## src/hw/rtl/set_assoc_cache_rrip_lru_assert.svh

```systemverilog
// Assertion macros for the cache replacement block.
// Used by the top level; needs clk and rst in scope.
`ifndef SET_ASSOC_CACHE_RRIP_LRU_ASSERT_SVH
`define SET_ASSOC_CACHE_RRIP_LRU_ASSERT_SVH
`define SACR_ASSERT_NOW(lbl, ante, cons, msg) \
  lbl: assert property (@(posedge clk) disable iff (rst) (ante) |-> (cons)) else $error(msg);
`define SACR_ASSERT_NEXT(lbl, ante, cons, msg) \
  lbl: assert property (@(posedge clk) disable iff (rst) (ante) |=> (cons)) else $error(msg);
`endif

```

## src/hw/rtl/sacr_pkg.sv

```systemverilog
// Shared types and codes of the cache replacement block.
// No dependencies.
package sacr_pkg;
  localparam int WAYS_DEF         = 8;
  localparam int SET_BITS_MAX_DEF = 6;
  localparam int RRPV_BITS_DEF    = 2;
  localparam int STAMP_BITS_DEF   = 32;
  localparam int SET_IDX_W        = 12;
  localparam logic [3:0] LINE_SHIFT_MAX = 4'd12;

  localparam logic [1:0] OP_READ   = 2'd0;
  localparam logic [1:0] OP_WRITE  = 2'd1;
  localparam logic [1:0] OP_LOCK   = 2'd2;
  localparam logic [1:0] OP_UNLOCK = 2'd3;

  localparam logic [2:0] POL_LRU   = 3'd0;
  localparam logic [2:0] POL_RAND  = 3'd1;
  localparam logic [2:0] POL_SRRIP = 3'd2;
  localparam logic [2:0] POL_BRRIP = 3'd3;
  localparam logic [2:0] POL_FP    = 3'd4;

  localparam logic [1:0] CFG_POLICY     = 2'd0;
  localparam logic [1:0] CFG_LINE_SHIFT = 2'd1;
  localparam logic [1:0] CFG_SET_BITS   = 2'd2;

  typedef struct packed {
    logic [1:0]  op;
    logic [31:0] addr;
    logic [2:0]  lock_way;
  } req_t;

  typedef struct packed {
    logic       hit;
    logic [2:0] way_used;
    logic       writeback;
    logic       forced_evict;
  } rsp_t;

  typedef struct packed {
    logic [2:0] policy;
    logic [3:0] line_shift;
    logic [2:0] set_bits;
  } cfg_t;

  typedef struct packed {
    logic [1:0]           op;
    logic [SET_IDX_W-1:0] set;
    logic [31:0]          tag;
    logic [2:0]           lock_way;
  } cmd_t;

  typedef struct packed {
    logic valid;
    logic pop;
  } q_ctl_t;
endpackage

```

## src/hw/rtl/sacr_front.sv

```systemverilog
// Front end: accepts transactions, splits set and tag, queues commands.
// Depends on sacr_pkg.
module sacr_front #(
  parameter int SET_BITS_MAX = sacr_pkg::SET_BITS_MAX_DEF
) (
  input  logic            clk,
  input  logic            rst,
  input  sacr_pkg::cfg_t  cfg,
  input  logic            in_valid,
  output logic            in_stall,
  input  sacr_pkg::req_t  in_data,
  input  logic            q_pop,
  output logic            q_valid,
  output sacr_pkg::cmd_t  q_cmd
);
  import sacr_pkg::*;

  cmd_t       fifo [2];
  logic       wr_ptr;
  logic       rd_ptr;
  logic [1:0] count;
  logic [3:0] ls;
  logic [3:0] sb;
  logic [4:0] shamt;
  logic [31:0] mask;
  cmd_t       cmd;
  logic       push;

  always_comb begin
    ls = (cfg.line_shift > LINE_SHIFT_MAX) ? LINE_SHIFT_MAX : cfg.line_shift;
    sb = (32'(cfg.set_bits) > SET_BITS_MAX) ? 4'(SET_BITS_MAX) : {1'b0, cfg.set_bits};
    shamt = 5'(ls) + 5'(sb);
    mask = (32'd1 << sb) - 32'd1;
    cmd.op = in_data.op;
    cmd.set = SET_IDX_W'((in_data.addr >> ls) & mask);
    cmd.tag = in_data.addr >> shamt;
    cmd.lock_way = in_data.lock_way;
  end

  assign in_stall = (count == 2'd2);
  assign push     = in_valid && !in_stall;
  assign q_valid  = (count != 2'd0);
  assign q_cmd    = fifo[rd_ptr];

  always_ff @(posedge clk) begin
    if (push) fifo[wr_ptr] <= cmd;
  end

  always_ff @(posedge clk) begin
    if (rst) begin
      wr_ptr <= 1'b0;
      rd_ptr <= 1'b0;
      count  <= 2'd0;
    end else begin
      if (push) wr_ptr <= !wr_ptr;
      if (q_pop) rd_ptr <= !rd_ptr;
      count <= count + 2'(push) - 2'(q_pop);
    end
  end
endmodule

```

## config.mk

```make
export PLATFORM = sky130hd
export DESIGN_NAME = sacr_front
export DESIGN_NICKNAME = d
export VERILOG_FILES = /design/src/hw/rtl/set_assoc_cache_rrip_lru_assert.svh /design/src/hw/rtl/sacr_pkg.sv /design/src/hw/rtl/sacr_front.sv
export SDC_FILE = /design/constraint.sdc
export NUM_CORES = 1
export LEC_CHECK = 0
export BUFFER_PORTS_ARGS = -buffer_cell sky130_fd_sc_hd__buf_2
export CAP_MARGIN = 0
export CELL_PAD_IN_SITES_DETAIL_PLACEMENT = 1
export CELL_PAD_IN_SITES_GLOBAL_PLACEMENT = 2
export CORE_ASPECT_RATIO = 2
export CORE_UTILIZATION = 39
export CTS_CLUSTER_DIAMETER = 100
export CTS_CLUSTER_SIZE = 10
export DETAILED_ROUTE_END_ITERATION = 12
export PLACE_DENSITY_LB_ADDON = 0.3
export SYNTH_ARGS = -nofsm -noshare
export SYNTH_HDL_FRONTEND = slang
export SYNTH_SLANG_ARGS = --single-unit
```

## constraint.sdc

```tcl
create_clock -name clk -period 4.36 [get_ports clk]
set_input_delay 0.872 -clock clk [delete_from_list [all_inputs] [get_ports clk]]
set_output_delay 0.872 -clock clk [all_outputs]
set_load 0.005 [all_outputs]
```

==> impl_metrics.json, run 1 <==
{
  "peakVddDrop_v": 0.000248,
  "syn_to_final_growth_pct": 16.9,
  "hpwl_um": 13000,
  "synthFlopType": "edfxtp_1",
  "fmax_mhz": 277,
  "syn_area_um2": 6310,
  "period_share_pct": 82.9,
  "worst_pin_slew_ns": 1.20,
  "ys_seq_area_share_pct": 48.2,
  "yosysWarnings": 0,
  "finalNonFillerCells": 792,
  "synth_cell_type_count": 64,
  "final_area_um2": 7380,
  "p_leak_uw": 0.00284,
  "crit_path_end_kind": "register",
  "grt_first_pass_wirelength_um": 25900,
  "start_util_pct": 40.0,
  "required_ns": 4.41,
  "port_buffers": 98,
  "synthCells": 477,
  "synth-seq-cells": 103,
  "synth.avg_cell_area_um2": 13.2,
  "hold_viol_final": 0,
  "diodes": 0,
  "grt_usage_pct": 20.6,
  "hold_path_class": "reg2reg",
  "skew_ns": 0.0116,
  "htreeDepth": 3,
  "worstReg2RegEnd": "fifo[0][42]",
  "viasPerCell": 5.71,
  "dp_slack_ns": 0.358,
  "first_pass_iters": 4,
  "placed_area_um2": 7090,
  "r2r_start": "count[0]",
  "dpl.cell_count": 776,
  "p_per_area_nw_per_um2": 441,
  "cp.arrival_ns": 3.66,
  "clkLatencyLatePin_ns": 0.35,
  "worstPathMaxFanout": 8,
  "r2r_cells": 4,
  "hold_path_startpoint": "rd_ptr",
  "ios": 102,
  "holdPathEnd": "rd_ptr",
  "cts_setup_buffers": 0,
  "cts.repair.resized": 0,
  "slew_viol_final": 0,
  "die_h_um": 182,
  "layout_setup_ws_ns": 0.747,
  "final_core_util_pct": 46.8,
  "setup_viol": 0,
  "core_um2": 15800,
  "clk_pin_slew_ns": 0.07,
  "root_buffer": "clkbuf_16",
  "slew_headroom_pct": 20.2,
  "final_layout_size_suffix_gt1_share_pct": 41.8,
  "drc": 0,
  "postRouteAntennaNets": 0,
  "cts_tree": "built",
  "layout_min_cycle_time_ns": 3.61,
  "ctsLongestPathBuffers": 2,
  "wl_per_cell_um": 21.0,
  "setup_tns_ns": 0,
  "numCtsBuffers": 9,
  "dr_total_vias": 4519,
  "status": "finished, final reports clean",
  "worstSetupPathType": "in2reg",
  "layout.nets": 643,
  "grt_max_degree": 50,
  "fp.dieW_um": 92.0,
  "clock_sinks": 103,
  "drv_cap": 0,
  "rsz0062_at_grt": "false",
  "std_cell_rows": 65,
  "async_reset_ff_share_pct": 0,
  "grt_pass1_vias": 4752,
  "antenna_found_initial": 0,
  "r2r_slack_ns": 2.30,
  "grt.overflow.total": 0,
  "die_area_um2": 16700,
  "cts.hold.buffers_added": 0,
  "hold_depth": 2,
  "place_congestion": 0.927,
  "synth_edf_count": 98,
  "crit_path_start_kind": "input pin",
  "drt-total-wl_um": 16600,
  "drt_iter0_markers": 134
}
==> stage by stage <==
step           power, uW  hold slack, ns
2_1_floorplan       2110           0.480
3_3_place_gp        2470           0.495
3_5_place_dp        2520           0.513
4_1_cts             3300           0.536
5_1_grt             3420           0.577
6_report            3260           0.525
==> metal layers <==
| metal | vias to the layer above | wire length, um | track usage, % |
|---|---|---|---|
| met5 | - | 0 | 0 |
| met2 | 115 | 9560 | 39.8 |
| met4 | 0 | 856 | 12.4 |
| met1 | 2275 | 5730 | 20.2 |
| met3 | 40 | 479 | 2.47 |
| li1 | 2089 | - | - |
==> cell type report <==
class | instances | area, um2
inverter | 4 | 15.0
sequential | 103 | 3040
timing repair buffer | 125 | 706
multi-input combinational | 343 | 3070
clock buffer | 9 | 225
clock inverter | 7 | 70.1
tap | 201 | 251
fill | 1705 | 8400
==> how the worst max path moves through the flow <==
stage | startpoint | endpoint | slack, ns
after global placement | cfg[2] | fifo[0][10] | 0.41
after detailed placement | cfg[2] | fifo[0][10] | 0.36
after floorplan | in_valid | fifo[0][0] | 0.88
after CTS | cfg[2] | fifo[0][10] | 0.73
final | cfg[2] | fifo[0][10] | 0.75
after global routing | cfg[4] | fifo[0][7] | 0.52
==> flip-flops by register name (all words and copies together) (netlist names), named ones only <==
signal / flops
wr_ptr: 1
rd_ptr: 1
fifo: 98
count: 2
==> cells in the final DEF, fill, tap and decap left out, types with 3 or more instances in the layout <==
| master | instances |
|---|---|
| edfxtp_1 | 98 |
| buf_2 | 98 |
| mux2_2 | 56 |
| nand2_1 | 46 |
| mux2i_1 | 37 |
| mux4_2 | 34 |
| buf_4 | 26 |
| nor2_1 | 21 |
| nand3_1 | 14 |
| o21ai_0 | 12 |
| conb_1 | 12 |
| a21oi_1 | 10 |
| clkbuf_16 | 9 |
| o211ai_1 | 6 |
| a31oi_1 | 6 |
| a211oi_1 | 5 |
| ha_1 | 5 |
| o21ai_1 | 4 |
| and3_1 | 4 |
| a22oi_1 | 4 |
| a311oi_1 | 4 |
| a221oi_1 | 4 |
| dfxtp_1 | 4 |
| and2_1 | 3 |
| xor2_1 | 3 |
| nor3b_1 | 3 |
| o22ai_1 | 3 |
| nand4_1 | 3 |
| nor3_1 | 3 |
| nor2b_1 | 3 |
| inv_6 | 3 |
==> cell families after synthesis <==
group,Yosys count,share of synthesized area [%]
compound gates,78,8.80
simple gates,114,8.72
buf+inv,42,4.00
mux,127,28.0
fa+ha+maj,6,1.31
xor+xnor,6,0.951
flops,103,48.2
other cells,1,0.0594
==> power by group <==
part / total (uW) / internal [uW] / switching, uW
clock network: 774 / 405 / 369
registers: 1400 / 1340 / 65.0
logic: 1080 / 486 / 595
total: 3260 / 2230 / 1030
==> cells in the mapped netlist, types with 3 or more instances <==
cell | count | share of area [%]
buf_2 | 10 | 0.79
mux2i_1 | 37 | 5.9
xor2_1 | 3 | 0.42
nor3b_1 | 3 | 0.36
a211oi_1 | 5 | 0.59
nor3_1 | 3 | 0.24
buf_4 | 4 | 0.48
dfxtp_1 | 5 | 1.6
mux2_2 | 56 | 10
nand4_1 | 3 | 0.30
nor2b_1 | 3 | 0.30
edfxtp_1 | 98 | 47
a21oi_1 | 10 | 0.79
mux4_2 | 34 | 12
nor2_1 | 22 | 1.3
nand3_1 | 14 | 1.1
o21ai_0 | 12 | 0.95
o22ai_1 | 3 | 0.30
ha_1 | 5 | 0.99
buf_1 | 4 | 0.24
a31oi_1 | 6 | 0.59
a311oi_1 | 4 | 0.55
and2_1 | 3 | 0.30
clkbuf_1 | 11 | 0.65
and3_1 | 5 | 0.50
a221oi_1 | 4 | 0.55
o21ai_1 | 4 | 0.32
buf_6 | 9 | 1.6
a22oi_1 | 4 | 0.48
nand2_1 | 46 | 2.7
o211ai_1 | 6 | 0.71
==> critical path, stage by stage <==
cell	delay, ns
buf_2	0.19
a21boi_0	0.12
ha_1	0.25
fa_1	0.75
buf_4	0.25
mux4_2	0.58
nand2_1	0.10
a22oi_1	0.07
a31oi_1	0.29
a221oi_1	0.18
Note: power is estimated with default switching activity, not from simulation.
==> run 2: changes to the inputs <==
--- a/config.mk
+++ b/config.mk
@@ -10,7 +10,7 @@
 export CELL_PAD_IN_SITES_DETAIL_PLACEMENT = 1
 export CELL_PAD_IN_SITES_GLOBAL_PLACEMENT = 2
 export CORE_ASPECT_RATIO = 2
-export CORE_UTILIZATION = 39
+export CORE_UTILIZATION = 35
 export CTS_CLUSTER_DIAMETER = 100
 export CTS_CLUSTER_SIZE = 10
 export DETAILED_ROUTE_END_ITERATION = 12
==> constraint.sdc (replaced) <==
create_clock -name clk -period 3.3 [get_ports clk]
set_input_delay 0.66 -clock clk [delete_from_list [all_inputs] [get_ports clk]]
set_output_delay 0.66 -clock clk [all_outputs]
set_load 0.005 [all_outputs]
==> impl_metrics.json, run 2 (same netlist as run 1, synthesis figures left out) <==
{
  "status": "finished, final reports clean",
  "std_cell_rows": 69,
  "grt_usage_pct": 19.6,
  "syn_to_final_growth_pct": 24.2,
  "internal-power_uw": 3040,
  "htreeDepth": 3,
  "hold_path_class": "in2reg",
  "numCtsBuffers": 9,
  "cp.arrival_ns": 3.33,
  "die_h_um": 192,
  "diodes": 0,
  "antenna_found_initial": 0,
  "power_switching_share_pct": 31.4,
  "cts_tree": "built",
  "required_ns": 3.37,
  "hpwl_um": 14300,
  "seqPwrFrac_pct": 41.4,
  "drv_cap": 0,
  "viasPerCell": 5.49,
  "slew_headroom_pct": 55.0,
  "die_area_um2": 18600,
  "clkPwrFrac_pct": 22.3,
  "worstSetupPathType": "in2reg",
  "period_share_pct": 98.5,
  "drt-total-wl_um": 17800,
  "drt_iter0_markers": 182,
  "whs_ns": 0.498,
  "clock_sinks": 103,
  "final_core_util_pct": 44.3,
  "dp_slack_ns": -0.347,
  "p_sw_uw": 1390,
  "p_per_area_nw_per_um2": 565,
  "fp.dieW_um": 97.0,
  "core_um2": 17700,
  "multi_input_area_um2": 3100,
  "top_register": "fifo",
  "clk_pin_slew_ns": 0.07,
  "grt_first_pass_wirelength_um": 27600,
  "setup_viol": 0,
  "layout_setup_ws_ns": 0.0481,
  "num-fill-cells": 1895,
  "layout.nets": 692,
  "port_buffers": 98,
  "grt_pass1_vias": 5049,
  "largest_reg_flops": 98,
  "ctsLongestPathBuffers": 2,
  "total_power_uw": 4440,
  "worstPathMaxFanout": 11,
  "clkLatencyLatePin_ns": 0.35,
  "peakVddDrop_v": 0.000286,
  "ios": 102,
  "seq_area_um2": 3040,
  "top_regs": "fifo: 98 flops, count: 2 flops",
  "layout_common_cells": "98 x edfxtp_1, 98 x buf_2, 70 x buf_4",
  "p_leak_uw": 0.00309,
  "grt.overflow.total": 0,
  "hold_viol_final": 0,
  "placed_area_um2": 7520,
  "final_area_um2": 7850,
  "first_pass_iters": 4,
  "skew_ns": 0.0101,
  "start_util_pct": 35.7,
  "slew_viol_final": 0,
  "place_congestion": 0.910,
  "dr_total_vias": 4683,
  "crit_path_start_kind": "input pin",
  "worst_pin_slew_ns": 0.675,
  "grt_max_degree": 50,
  "fmax_mhz": 308,
  "layout_min_cycle_time_ns": 3.25,
  "drc": 0,
  "final_layout_size_suffix_gt1_share_pct": 47.0,
  "crit_path_end_kind": "register",
  "combPwrFrac_pct": 36.3,
  "wl_per_cell_um": 20.9,
  "root_buffer": "clkbuf_16",
  "postRouteAntennaNets": 0
}
[run 2: changes by cell type in the layout (fill, tap and decap cells not counted), sizes merged]
cell,previous run,this run
inv,7,4
clkinvlp,0,2
buf,125,174
clkbuf,9,10
[run 2: cell type report]
class	instances	area share [%]
inverter	4	0.191
multi-input combinational	343	39.5
clock buffer	10	2.92
sequential	103	38.8
clock inverter	6	0.670
tap	213	3.40
timing repair buffer	174	14.5
[run 2: worst max-delay path: stages]
cell	delay, ns
buf_2	0.11
a21boi_0	0.12
buf_4	0.16
ha_1	0.22
fa_2	0.58
buf_12	0.15
mux4_2	0.52
nand2_1	0.08
o21ai_0	0.10
buf_4	0.18
o21ai_0	0.30
a21oi_1	0.16
[run 2: path summary, 6_finish.rpt]
check | from | endpoint | slack [ns] | depth (start not counted)
worst max-delay path | cfg[0] | fifo[0][5] | 0.05 | 12
worst min-delay path | in_data[2] | fifo[0][2] | 0.50 | 1
worst max register to register | count[0] | fifo[1][7] | 1.53 | 3
worst min register to register | rd_ptr | rd_ptr | 0.53 | 2
[run 2: what timing repair did]
action	4_1_cts	5_1_grt
buffers inserted	0	1
hold buffers	0	0
setup endpoints to repair	0	12
resized for setup	0	6
[run 2: metal layers]
metal	GRT usage (%)	wire length (um)	vias up
met5	0	0	-
met4	14.4	1230	0
met3	2.62	509	51
met2	38.0	10000	119
met1	18.4	6080	2332
li1	-	-	2181
[run 2: metrics by stage]
| step | instances | TNS [ns] |
|---|---|---|
| after floorplan | 488 | 0 |
| after CTS | 852 | 0 |
| final | 853 | 0 |
| after global routing | 853 | -0.202 |
| after global placement | 836 | -9.21 |
| after detailed placement | 836 | -9.30 |
[run 2: power by group through the flow]
stage | Clock [uW] | Combinational (uW) | Sequential [uW]
after floorplan | 0 | 943 | 1840
after detailed placement | 0 | 1610 | 1870
after CTS | 1020 | 1620 | 1840
after global routing | 1060 | 1740 | 1860
after global placement | 0 | 1580 | 1850
final | 991 | 1610 | 1840
==> run 3: changes to the inputs <==
--- a/config.mk
+++ b/config.mk
@@ -10,11 +10,12 @@
 export CELL_PAD_IN_SITES_DETAIL_PLACEMENT = 1
 export CELL_PAD_IN_SITES_GLOBAL_PLACEMENT = 2
 export CORE_ASPECT_RATIO = 2
-export CORE_UTILIZATION = 35
+export CORE_UTILIZATION = 39
 export CTS_CLUSTER_DIAMETER = 100
 export CTS_CLUSTER_SIZE = 10
 export DETAILED_ROUTE_END_ITERATION = 12
 export PLACE_DENSITY_LB_ADDON = 0.3
+export RECOVER_POWER = 50
 export SYNTH_ARGS = -nofsm -noshare
 export SYNTH_HDL_FRONTEND = slang
 export SYNTH_SLANG_ARGS = --single-unit
==> constraint.sdc (replaced) <==
create_clock -name clk -period 3.5 [get_ports clk]
set_input_delay 0.7 -clock clk [delete_from_list [all_inputs] [get_ports clk]]
set_output_delay 0.7 -clock clk [all_outputs]
set_load 0.005 [all_outputs]
==> impl_metrics.json, run 3 (same netlist as run 1, synthesis figures left out) <==
{
  "top_regs": "fifo: 98 flops, count: 2 flops",
  "top_register": "fifo",
  "setup_tns_ns": 0,
  "die_h_um": 182,
  "dp_slack_ns": -0.0762,
  "whs_ns": 0.524,
  "hold_path_class": "reg2reg",
  "p_sw_uw": 1290,
  "layout.nets": 672,
  "ios": 102,
  "dr_total_vias": 4598,
  "clock_sinks": 103,
  "fp.dieW_um": 92.0,
  "peakVddDrop_v": 0.000242,
  "fmax_mhz": 310,
  "grt_pass1_vias": 4920,
  "crit_path_end_kind": "register",
  "skew_ns": 0.00516,
  "clk_pin_slew_ns": 0.07,
  "wl_per_cell_um": 21.2,
  "slew_viol_final": 0,
  "slew_headroom_pct": 13.4,
  "viasPerCell": 5.60,
  "p_leak_uw": 0.00296,
  "drc": 0,
  "final_common_cell": "edfxtp_1",
  "first_pass_iters": 4,
  "diodes": 0,
  "layout_min_cycle_time_ns": 3.23,
  "num-fill-cells": 1700,
  "layout_setup_ws_ns": 0.272,
  "grt_usage_pct": 21.8,
  "worstPathMaxFanout": 14,
  "crit_path_end": "fifo[1][7]",
  "grt_first_pass_wirelength_um": 27200,
  "seqPwrFrac_pct": 42.3,
  "cts_setup_buffers": 0,
  "antenna_found_initial": 0,
  "setup_viol": 0,
  "power_switching_share_pct": 31.3,
  "largest_reg_flops": 98,
  "final_layout_size_suffix_gt1_share_pct": 43.2,
  "clkLatencyLatePin_ns": 0.34,
  "drt_iter0_markers": 208,
  "grt.overflow.total": 0,
  "internal-power_uw": 2820,
  "clkPwrFrac_pct": 22.7,
  "start_util_pct": 40.0,
  "rsz0062_at_grt": "false",
  "numCtsBuffers": 9,
  "cp.arrival_ns": 3.33,
  "final_area_um2": 7590,
  "root_buffer": "clkbuf_16",
  "postRouteAntennaNets": 0,
  "hpwl_um": 13900,
  "r2r_slack_ns": 0.83,
  "status": "finished, final reports clean",
  "syn_to_final_growth_pct": 20.2,
  "placed_area_um2": 7330,
  "std_cell_rows": 65,
  "grt_max_degree": 50,
  "crit_path_start_kind": "input pin",
  "period_share_pct": 92.2,
  "r2r_cells": 3,
  "r2r_start": "count[0]",
  "critPathLaunch": "cfg[1]",
  "final_core_util_pct": 48.1,
  "cts_tree": "built",
  "die_area_um2": 16700,
  "cts.hold.buffers_added": 0,
  "p_per_area_nw_per_um2": 541,
  "layout_common_cells": "98 x edfxtp_1, 95 x buf_2, 56 x mux2_2",
  "drv_cap": 0,
  "required_ns": 3.60,
  "hold_viol_final": 0,
  "ctsLongestPathBuffers": 2,
  "combPwrFrac_pct": 35.0,
  "htreeDepth": 3,
  "cts.repair.resized": 0,
  "core_um2": 15800,
  "place_congestion": 0.923,
  "drt-total-wl_um": 17400,
  "worstReg2RegEnd": "fifo[1][38]",
  "worst_pin_slew_ns": 1.30,
  "port_buffers": 98,
  "worstSetupPathType": "in2reg"
}
-- run 3: metrics by stage --
stage          instances  power [uW]
2_1_floorplan        488        2620
3_3_place_gp         805        3160
3_5_place_dp         805        3220
4_1_cts              821        4170
5_1_grt              821        4320
6_report             821        4110
-- run 3: metal layers --
| layer | track usage, % | wire [um] | vias to the layer above |
|---|---|---|---|
| met3 | 2.51 | 414 | 39 |
| met4 | 14.9 | 1080 | 0 |
| met5 | 0 | 0 | - |
| met1 | 21.7 | 5960 | 2297 |
| met2 | 41.2 | 9930 | 124 |
| li1 | - | - | 2138 |
-- run 3: cell type report --
type                    instances  area, um2  share of cell area [%]
clock inverters                 7       55.1                   0.725
clock buffers                   9        225                    2.97
inverters                       4       15.0                   0.198
multi-input cells             343       3070                    40.4
flip-flops and latches        103       3040                    40.1
well taps                     201        251                    3.31
repair buffers                154        935                    12.3
-- run 3: power by group through the flow --
stage,sequential [uW],combinational [uW],clock (uW)
global placement,1740,1420,0
detailed placement,1760,1460,0
finish,1740,1440,933
CTS,1740,1460,966
global route,1760,1560,1000
floorplan,1730,889,0
-- run 3: worst max-delay path, cell delays in order --
cell	delay, ns
buf_2	0.13
a21boi_0	0.09
buf_4	0.15
ha_1	0.22
fa_1	0.54
buf_12	0.17
mux4_2	0.56
nand2_1	0.09
a22oi_1	0.12
a311oi_1	0.27
a221oi_1	0.08
buf_4	0.18
-- run 3: worst min path at each step --
stage,startpoint,end,cells past startpoint
detailed placement,rd_ptr,rd_ptr,2
finish,rd_ptr,register,2
CTS,in_data[36],fifo[1][48],1
floorplan,rd_ptr,register,2
global placement,rd_ptr,rd_ptr,2
global route,in_data[36],fifo[1][48],1
